File: src/rtl/ddo_pkg.sv
`timescale 1ns / 1ps
// ----------------------------------------------------------------------------
// ddo_pkg: shared types and constants
// Operation codes, controller/datapath status, register indexes and the
// CORDIC arctangent table for the odometry and goal-seek block.
// ----------------------------------------------------------------------------
package ddo_pkg;

	localparam logic [35:0] CORDIC_GAIN_Q30 = 36'd652032874;
	localparam logic [32:0] TWO_PI_Q12 = 33'd25736;

	typedef enum logic [2:0] {
		CFG_DIST_PER_TICK = 3'd0,
		CFG_ANGLE_PER_CM  = 3'd1,
		CFG_KP_ANGLE      = 3'd2,
		CFG_BASE_SPEED    = 3'd3,
		CFG_ARRIVE_RADIUS = 3'd4,
		CFG_GOAL_COUNT    = 3'd5,
		CFG_GOAL_X_TABLE  = 3'd6,
		CFG_GOAL_Y_TABLE  = 3'd7
	} cfg_idx_t;

	typedef enum logic [4:0] {
		OP_NONE,
		OP_LOAD,
		OP_MUL_S,
		OP_MUL_D,
		OP_MUL_A,
		OP_ANGLE,
		OP_MUL_X,
		OP_MUL_Y,
		OP_POSY,
		OP_GOAL,
		OP_MUL_EX,
		OP_MUL_EY,
		OP_MUL_R,
		OP_CMP,
		OP_ERR,
		OP_MUL_T,
		OP_TURN,
		OP_OUT
	} op_t;

	typedef struct packed {
		op_t op;
	} cmd_t;

	typedef struct packed {
		logic cordic_done;
		logic no_goal;
		logic reached;
		logic out_free;
	} status_t;

	// atan(2^-i) as a 32-bit binary angle
	function automatic logic [31:0] atan_angle(input logic [4:0] i);
		logic [31:0] r;
		begin
			unique case (i)
				5'd0: r = 32'd536870912;
				5'd1: r = 32'd316933406;
				5'd2: r = 32'd167458907;
				5'd3: r = 32'd85004756;
				5'd4: r = 32'd42667331;
				5'd5: r = 32'd21354465;
				5'd6: r = 32'd10679838;
				5'd7: r = 32'd5340245;
				5'd8: r = 32'd2670163;
				5'd9: r = 32'd1335087;
				5'd10: r = 32'd667544;
				5'd11: r = 32'd333772;
				5'd12: r = 32'd166886;
				5'd13: r = 32'd83443;
				5'd14: r = 32'd41722;
				5'd15: r = 32'd20861;
				5'd16: r = 32'd10430;
				5'd17: r = 32'd5215;
				5'd18: r = 32'd2608;
				5'd19: r = 32'd1304;
				5'd20: r = 32'd652;
				5'd21: r = 32'd326;
				5'd22: r = 32'd163;
				5'd23: r = 32'd81;
				default: r = 32'd0;
			endcase
			return r;
		end
	endfunction

endpackage

File: src/rtl/ddo_ctrl.sv
`timescale 1ns / 1ps
// ----------------------------------------------------------------------------
// ddo_ctrl: sequencing state machine
// Steps one encoder sample through the datapath operations and waits on
// the CORDIC unit and the output register.
// ----------------------------------------------------------------------------
module ddo_ctrl (
	input  logic             clk,
	input  logic             arst_n,
	input  logic             in_valid,
	output logic             in_ready,
	input  ddo_pkg::status_t status,
	output ddo_pkg::cmd_t    cmd
);

	typedef enum logic [18:0] {
		S_IDLE    = 19'h00001,
		S_MUL_S   = 19'h00002,
		S_MUL_D   = 19'h00004,
		S_MUL_A   = 19'h00008,
		S_ANGLE   = 19'h00010,
		S_SC_WAIT = 19'h00020,
		S_MUL_X   = 19'h00040,
		S_MUL_Y   = 19'h00080,
		S_POSY    = 19'h00100,
		S_GOAL    = 19'h00200,
		S_MUL_EX  = 19'h00400,
		S_MUL_EY  = 19'h00800,
		S_MUL_R   = 19'h01000,
		S_CMP     = 19'h02000,
		S_AT_WAIT = 19'h04000,
		S_ERR     = 19'h08000,
		S_MUL_T   = 19'h10000,
		S_TURN    = 19'h20000,
		S_OUT     = 19'h40000
	} state_t;

	state_t state_q, state_d;

	always_comb begin
		state_d = state_q;
		cmd.op  = ddo_pkg::OP_NONE;
		unique case (state_q)
			S_IDLE: begin
				if (in_valid) begin
					cmd.op  = ddo_pkg::OP_LOAD;
					state_d = S_MUL_S;
				end
			end
			S_MUL_S: begin
				cmd.op  = ddo_pkg::OP_MUL_S;
				state_d = S_MUL_D;
			end
			S_MUL_D: begin
				cmd.op  = ddo_pkg::OP_MUL_D;
				state_d = S_MUL_A;
			end
			S_MUL_A: begin
				cmd.op  = ddo_pkg::OP_MUL_A;
				state_d = S_ANGLE;
			end
			S_ANGLE: begin
				cmd.op  = ddo_pkg::OP_ANGLE;
				state_d = S_SC_WAIT;
			end
			S_SC_WAIT: begin
				if (status.cordic_done)
					state_d = S_MUL_X;
			end
			S_MUL_X: begin
				cmd.op  = ddo_pkg::OP_MUL_X;
				state_d = S_MUL_Y;
			end
			S_MUL_Y: begin
				cmd.op  = ddo_pkg::OP_MUL_Y;
				state_d = S_POSY;
			end
			S_POSY: begin
				cmd.op  = ddo_pkg::OP_POSY;
				state_d = S_GOAL;
			end
			S_GOAL: begin
				cmd.op  = ddo_pkg::OP_GOAL;
				state_d = status.no_goal ? S_OUT : S_MUL_EX;
			end
			S_MUL_EX: begin
				cmd.op  = ddo_pkg::OP_MUL_EX;
				state_d = S_MUL_EY;
			end
			S_MUL_EY: begin
				cmd.op  = ddo_pkg::OP_MUL_EY;
				state_d = S_MUL_R;
			end
			S_MUL_R: begin
				cmd.op  = ddo_pkg::OP_MUL_R;
				state_d = S_CMP;
			end
			S_CMP: begin
				cmd.op  = ddo_pkg::OP_CMP;
				state_d = status.reached ? S_OUT : S_AT_WAIT;
			end
			S_AT_WAIT: begin
				if (status.cordic_done)
					state_d = S_ERR;
			end
			S_ERR: begin
				cmd.op  = ddo_pkg::OP_ERR;
				state_d = S_MUL_T;
			end
			S_MUL_T: begin
				cmd.op  = ddo_pkg::OP_MUL_T;
				state_d = S_TURN;
			end
			S_TURN: begin
				cmd.op  = ddo_pkg::OP_TURN;
				state_d = S_OUT;
			end
			S_OUT: begin
				// hold until the output register can take the result
				if (status.out_free) begin
					cmd.op  = ddo_pkg::OP_OUT;
					state_d = S_IDLE;
				end
			end
			default: state_d = S_IDLE;
		endcase
	end

	always_ff @(posedge clk or negedge arst_n) begin
		if (!arst_n)
			state_q <= S_IDLE;
		else
			state_q <= state_d;
	end

	assign in_ready = (state_q == S_IDLE);

endmodule

File: config.mk
export PLATFORM = sky130hd
export DESIGN_NAME = ddo_ctrl
export DESIGN_NICKNAME = d
export VERILOG_FILES = /design/src/rtl/ddo_pkg.sv /design/src/rtl/ddo_ctrl.sv
export SDC_FILE = /design/constraint.sdc
export NUM_CORES = 1
export LEC_CHECK = 0
export BUFFER_PORTS_ARGS = -buffer_cell sky130_fd_sc_hd__buf_2
export CORE_UTILIZATION = 48
export CTS_BUF_LIST = sky130_fd_sc_hd__clkbuf_16
export CTS_CLUSTER_SIZE = 8
export DETAILED_ROUTE_END_ITERATION = 16
export HOLD_SLACK_MARGIN = 0.03
export PLACE_DENSITY = 0.65
export SLEW_MARGIN = 10
export SYNTH_ARGS = -nofsm -noshare
export SYNTH_HDL_FRONTEND = slang
export SYNTH_SLANG_ARGS = --single-unit
File: constraint.sdc
create_clock -name clk -period 2.34 [get_ports clk]
set_input_delay 0.468 -clock clk [delete_from_list [all_inputs] [get_ports clk]]
set_output_delay 0.468 -clock clk [all_outputs]
set_load 0.005 [all_outputs]
# Yosys cells after proc, flatten, opt, wreduce, memory -nomap -nowiden
# Cells that the tools add are included.
word_totals:
  register_bits: 19
  latch_bits: 0
  ram_bits: 0
  romBits: 0
  input_bits: 7
  out_inout_bits: 6
  elab_cells: 35
  mem_count: 0
op_classes:
  addsub: 0
  multipliers: 0
  n_div: 0
  order_cmp: 0
  n_eq_ne: 23
  shifts: 0
  n_mux: 10
  bitwise: 0
  reduce_logical: 1
ops:
  columns: ["cell", "count"]
  rows:
  - ["$pmux 19 s19", 1]
  - ["$mux 19", 6]
  - ["$pmux 5 s17", 1]
  - ["$eq 19x1->1 const B", 1]
  - ["$eq 19x10->1 const B", 1]
  - ["$eq 19x11->1 const B", 1]
  - ["$eq 19x12->1 const B", 1]
  - ["$eq 19x13->1 const B", 1]
  - ["$eq 19x14->1 const B", 1]
  - ["$eq 19x15->1 const B", 1]
  - ["$eq 19x16->1 const B", 1]
  - ["$eq 19x17->1 const B", 1]
  - ["$eq 19x18->1 const B", 1]
  - ["$eq 19x19->1 const B", 1]
  - ["$eq 19x2->1 const B", 1]
  - ["$eq 19x3->1 const B", 1]
  - ["$eq 19x4->1 const B", 1]
  - ["$eq 19x5->1 const B", 1]
  - ["$eq 19x6->1 const B", 1]
  - ["$eq 19x7->1 const B", 1]
  - ["$eq 19x8->1 const B", 1]
  - ["$eq 19x9->1 const B", 1]
  - ["$ne 2x2->1 const B", 4]
  - ["$mux 5", 1]
  - ["2 further kinds", 2]

# Logic depth before layout (Yosys ltp)
depth:
  ltp_word: 3
  depth_mapped: 6
  depth_no_buf: 5

# Least setup slack after synthesis
# No wires, ideal clock.
synth_path:
  path_type: "register to output"
  start: "register state_q[0]"
  end: "output port cmd[0] (netlist name)"
  arrival_ps: 1699
  t_required_ps: 1872
  setup_slack_ps: 173
  path_stages_with_launch: 6
  path_cell_list: "dfstp_2 -> nor4_4 -> nand4_2 -> nor3_1 -> or3_1 -> or4_1"
synth_lines:
  columns: ["element", "line", "source"]
  rows:
  - ["start, declared", "ddo_ctrl.sv:38", "state_t state_q, state_d;"]
  - ["start signal, assigned", "ddo_ctrl.sv:133", "state_q <= state_d;"]
  - ["end, declared", "ddo_ctrl.sv:13", "output ddo_pkg::cmd_t cmd"]

==> results_dict.tcl <==
set metrics [dict create \
    violations "negative setup slack" \
    cts_made_buffers 3 \
    fin_ws_ns -0.213 \
    cts_tree "done" \
    syn_area_um2 1230 \
    port_buffers 12 \
    wl_met3_um 182 \
    rsz0062_at_grt "yes" \
    nFillCells 194 \
    synthCells 124 \
    min_path_type "in2async" \
    fin_crit_sh_pct 109 \
    gp_congestion 0.853 \
    ctsHtreeMaxLevel 1 \
    initial_core_util_pct 53.0 \
    fin_nets 182 \
    num_rows 17 \
    p_sw_uw 448 \
    wirelength_um 3330 \
    cp_data_arrival_time_ns 2.09 \
    peakVddDrop_v 0.000688 \
    area_growth_pct 39.1 \
    largest_register_ff_count 19 \
    drtIter0Drc 31 \
    worstSetupPathType "reg2out" \
    worstMarginPinSlew_ns 0.515 \
    cp_data_required_time_ns 1.87 \
    power_density_nw_per_um2 789 \
    vias_per_cell 5.91 \
    die_area_um2 2770 \
    timing.hold.ws_ns 0.162 \
    finalHoldViolCount 0 \
    period_minus_slack_ns 2.55 \
    core_area_um2 2320 \
    wl_per_cell_um 16.5 \
    drc 0 \
    drv_slew 0 \
    drive_gt1_share_pct 44.3 \
    place_hpwl_um 2360 \
    io_pins 13 \
    wl_met1_um 1410 \
    outcome "finished, violations left" \
    grt_start_max_net_pins 20 \
    p_int_uw 901 \
    clockRootBuffer "clkbuf_16" \
    ys_ff_latch 19 \
    grt_util_all_layers_pct 28.7 \
    top_layer "met4" \
    cts.sinks 19 \
    placed_area_um2 1470 \
    clk_path_buf_depth 2 \
    p_seq_share_pct 28.7 \
    final_util_pct 73.8 \
    skew_ns 0.00453 \
    cp-end-kind "primary output" \
    largest-register "state_q" \
    synth_edf_count 0 \
    die_w_um 52.6 \
    diodes 0 \
    syn_nets 131 \
    overflow 0 \
    die_y_um 52.6 \
    grt_pass1_wl_um 5440 \
    clock_latency_ns 0.25 \
    antenna_found_initial 0 \
    fmax_ghz 0.392 \
    synth.avg_cell_area_um2 9.92 \
    setup-tns-final_ns -0.711 \
    cts_hold_buffers 0 \
    maxSlewHeadroom_pct 65.4 \
    ys_seq_area_share_pct 38.8 \
    comb_power_share_pct 45.4 \
    clk_pin_slew_ns 0.06 \
    fin_area_um2 1710 \
    top_regs "state_q: 19 flops" \
    vias 1194 \
    swShare_pct 33.2 \
    pwr-share-clk_pct 26.0 \
    ys_async_sr_fraction_pct 100 \
    grt_pass1_vias 1214 \
    ys_warn_count 0 \
    critical_path.startpoint_type "register" \
    dr_wl_met2_um 1640 \
    leakagePower_nw 0.816 \
    setup_viol 5 \
    synth_flop_cell "dfrtp_1" \
    antenna_left 0 \
    drt_first_pass_iters 4 \
    cp_max_fo 7 \
    synth_cell_type_count 42 \
    maxCapViolCount 0 \
    power_mw 1.35 \
]
layout make-up:
cell class	count	area, um^2	area share, %
repair buffers	51	353	20.6
multi-input cells	97	751	43.9
clock buffers	3	75.1	4.39
inverters	3	11.3	0.658
well taps	28	35.0	2.05
clock inverters	1	3.75	0.219
flip-flops and latches	19	482	28.2
stage by stage:
step | std cells | setup WS, ns
after detailed placement | 183 | -0.114
after floorplan | 124 | 0.173
final | 202 | -0.213
after global placement | 183 | -0.00785
after global routing | 202 | -0.280
after CTS | 200 | -0.195
power by group through the flow:
stage          sequential [mW]  clock [mW]  combinational, mW
2_1_floorplan            0.401           0              0.275
3_3_place_gp             0.394           0              0.486
3_5_place_dp             0.397           0              0.500
4_1_cts                  0.387       0.357              0.595
5_1_grt                  0.390       0.373              0.668
6_report                 0.387       0.350              0.612
layer usage:
| metal | track usage [%] | up-vias |
|---|---|---|
| li1 | - | 571 |
| met1 | 32.5 | 574 |
| met2 | 48.3 | 38 |
| met3 | 8.12 | 11 |
| met4 | 15.4 | 0 |
| met5 | 0 | - |
cells in the mapped netlist, drive strengths merged (2+ instances only):
library cell	count	area share, %
dfrtp	18	37
o21ai	2	0.81
or3	3	1.5
inv	3	0.92
nand2	8	2.4
nand2b	5	2.5
and4b	2	1.6
nor3b	4	2.4
xnor2	4	2.8
nor4b	2	2.6
nor2b	2	1.0
a21oi	2	0.81
nand3	3	1.2
nor3	13	5.7
and4	3	2.1
nor4	11	10
a211oi	2	1.2
nor2	8	2.4
buf	4	2.3
or4	2	1.2
xor2	3	2.1
nand4	5	3.1
nand3b	2	1.2
worst paths after layout:
path	slack [ns]	to	cells after the start	startpoint
max	-0.21	cmd[0]	6	state_q[16]
max in group asynchronous	1.84	state_q[5]	1	arst_n
min reg2reg	0.63	state_q[12]	2	state_q[10]
max reg2reg	0.14	state_q[0]	8	state_q[5]
min	0.16	state_q[4]	1	arst_n
min in group clk	0.38	state_q[10]	2	status[2]
repair_timing:
| item | CTS | global route |
|---|---|---|
| hold endpoints to repair | 0 | 0 |
| endpoints found under the setup margin | 6 | 7 |
| setup buffers | 13 | 2 |
| gates resized for setup | 13 | 1 |
| pin swaps | 10 | 3 |
placed cells by master (no fill, tap or decap), types with 4 or more instances in the layout:
| cell type | Yosys | routed |
|---|---|---|
| buf_2 | 2 | 12 |
| buf_4 | 1 | 39 |
| dfrtp_1 | 18 | 14 |
| dfrtp_2 | 0 | 4 |
| inv_1 | 3 | 4 |
| nand2_1 | 8 | 8 |
| nand2b_1 | 5 | 5 |
| nand4_1 | 4 | 4 |
| nor2_1 | 8 | 7 |
| nor3_1 | 12 | 12 |
| nor3b_1 | 4 | 4 |
| nor4_1 | 7 | 5 |
| nor4_4 | 4 | 5 |
| xnor2_1 | 4 | 4 |
critical path, stage by stage, from the launching register on:
cell and delay [ns]:
dfrtp_1 0.49, nor3_2 0.12, and4_1 0.21, buf_4 0.14, and4b_2 0.21, or4_1 0.51
buf_2 0.14
kinds of logic (layout without fill, tap and decap cells):
kind of cell           after synthesis  in the layout  synth area share, %
multiplexers                         1              1                0.814
AND/OR/NAND/NOR                     78             78                 45.3
AO/OA/AOI/OAI                       11             11                 6.51
buffers and inverters                8             58                 3.66
XOR/XNOR                             7              7                 4.98
flip-flops                          19             19                 38.8
Note: power is estimated with default switching activity, not from simulation.
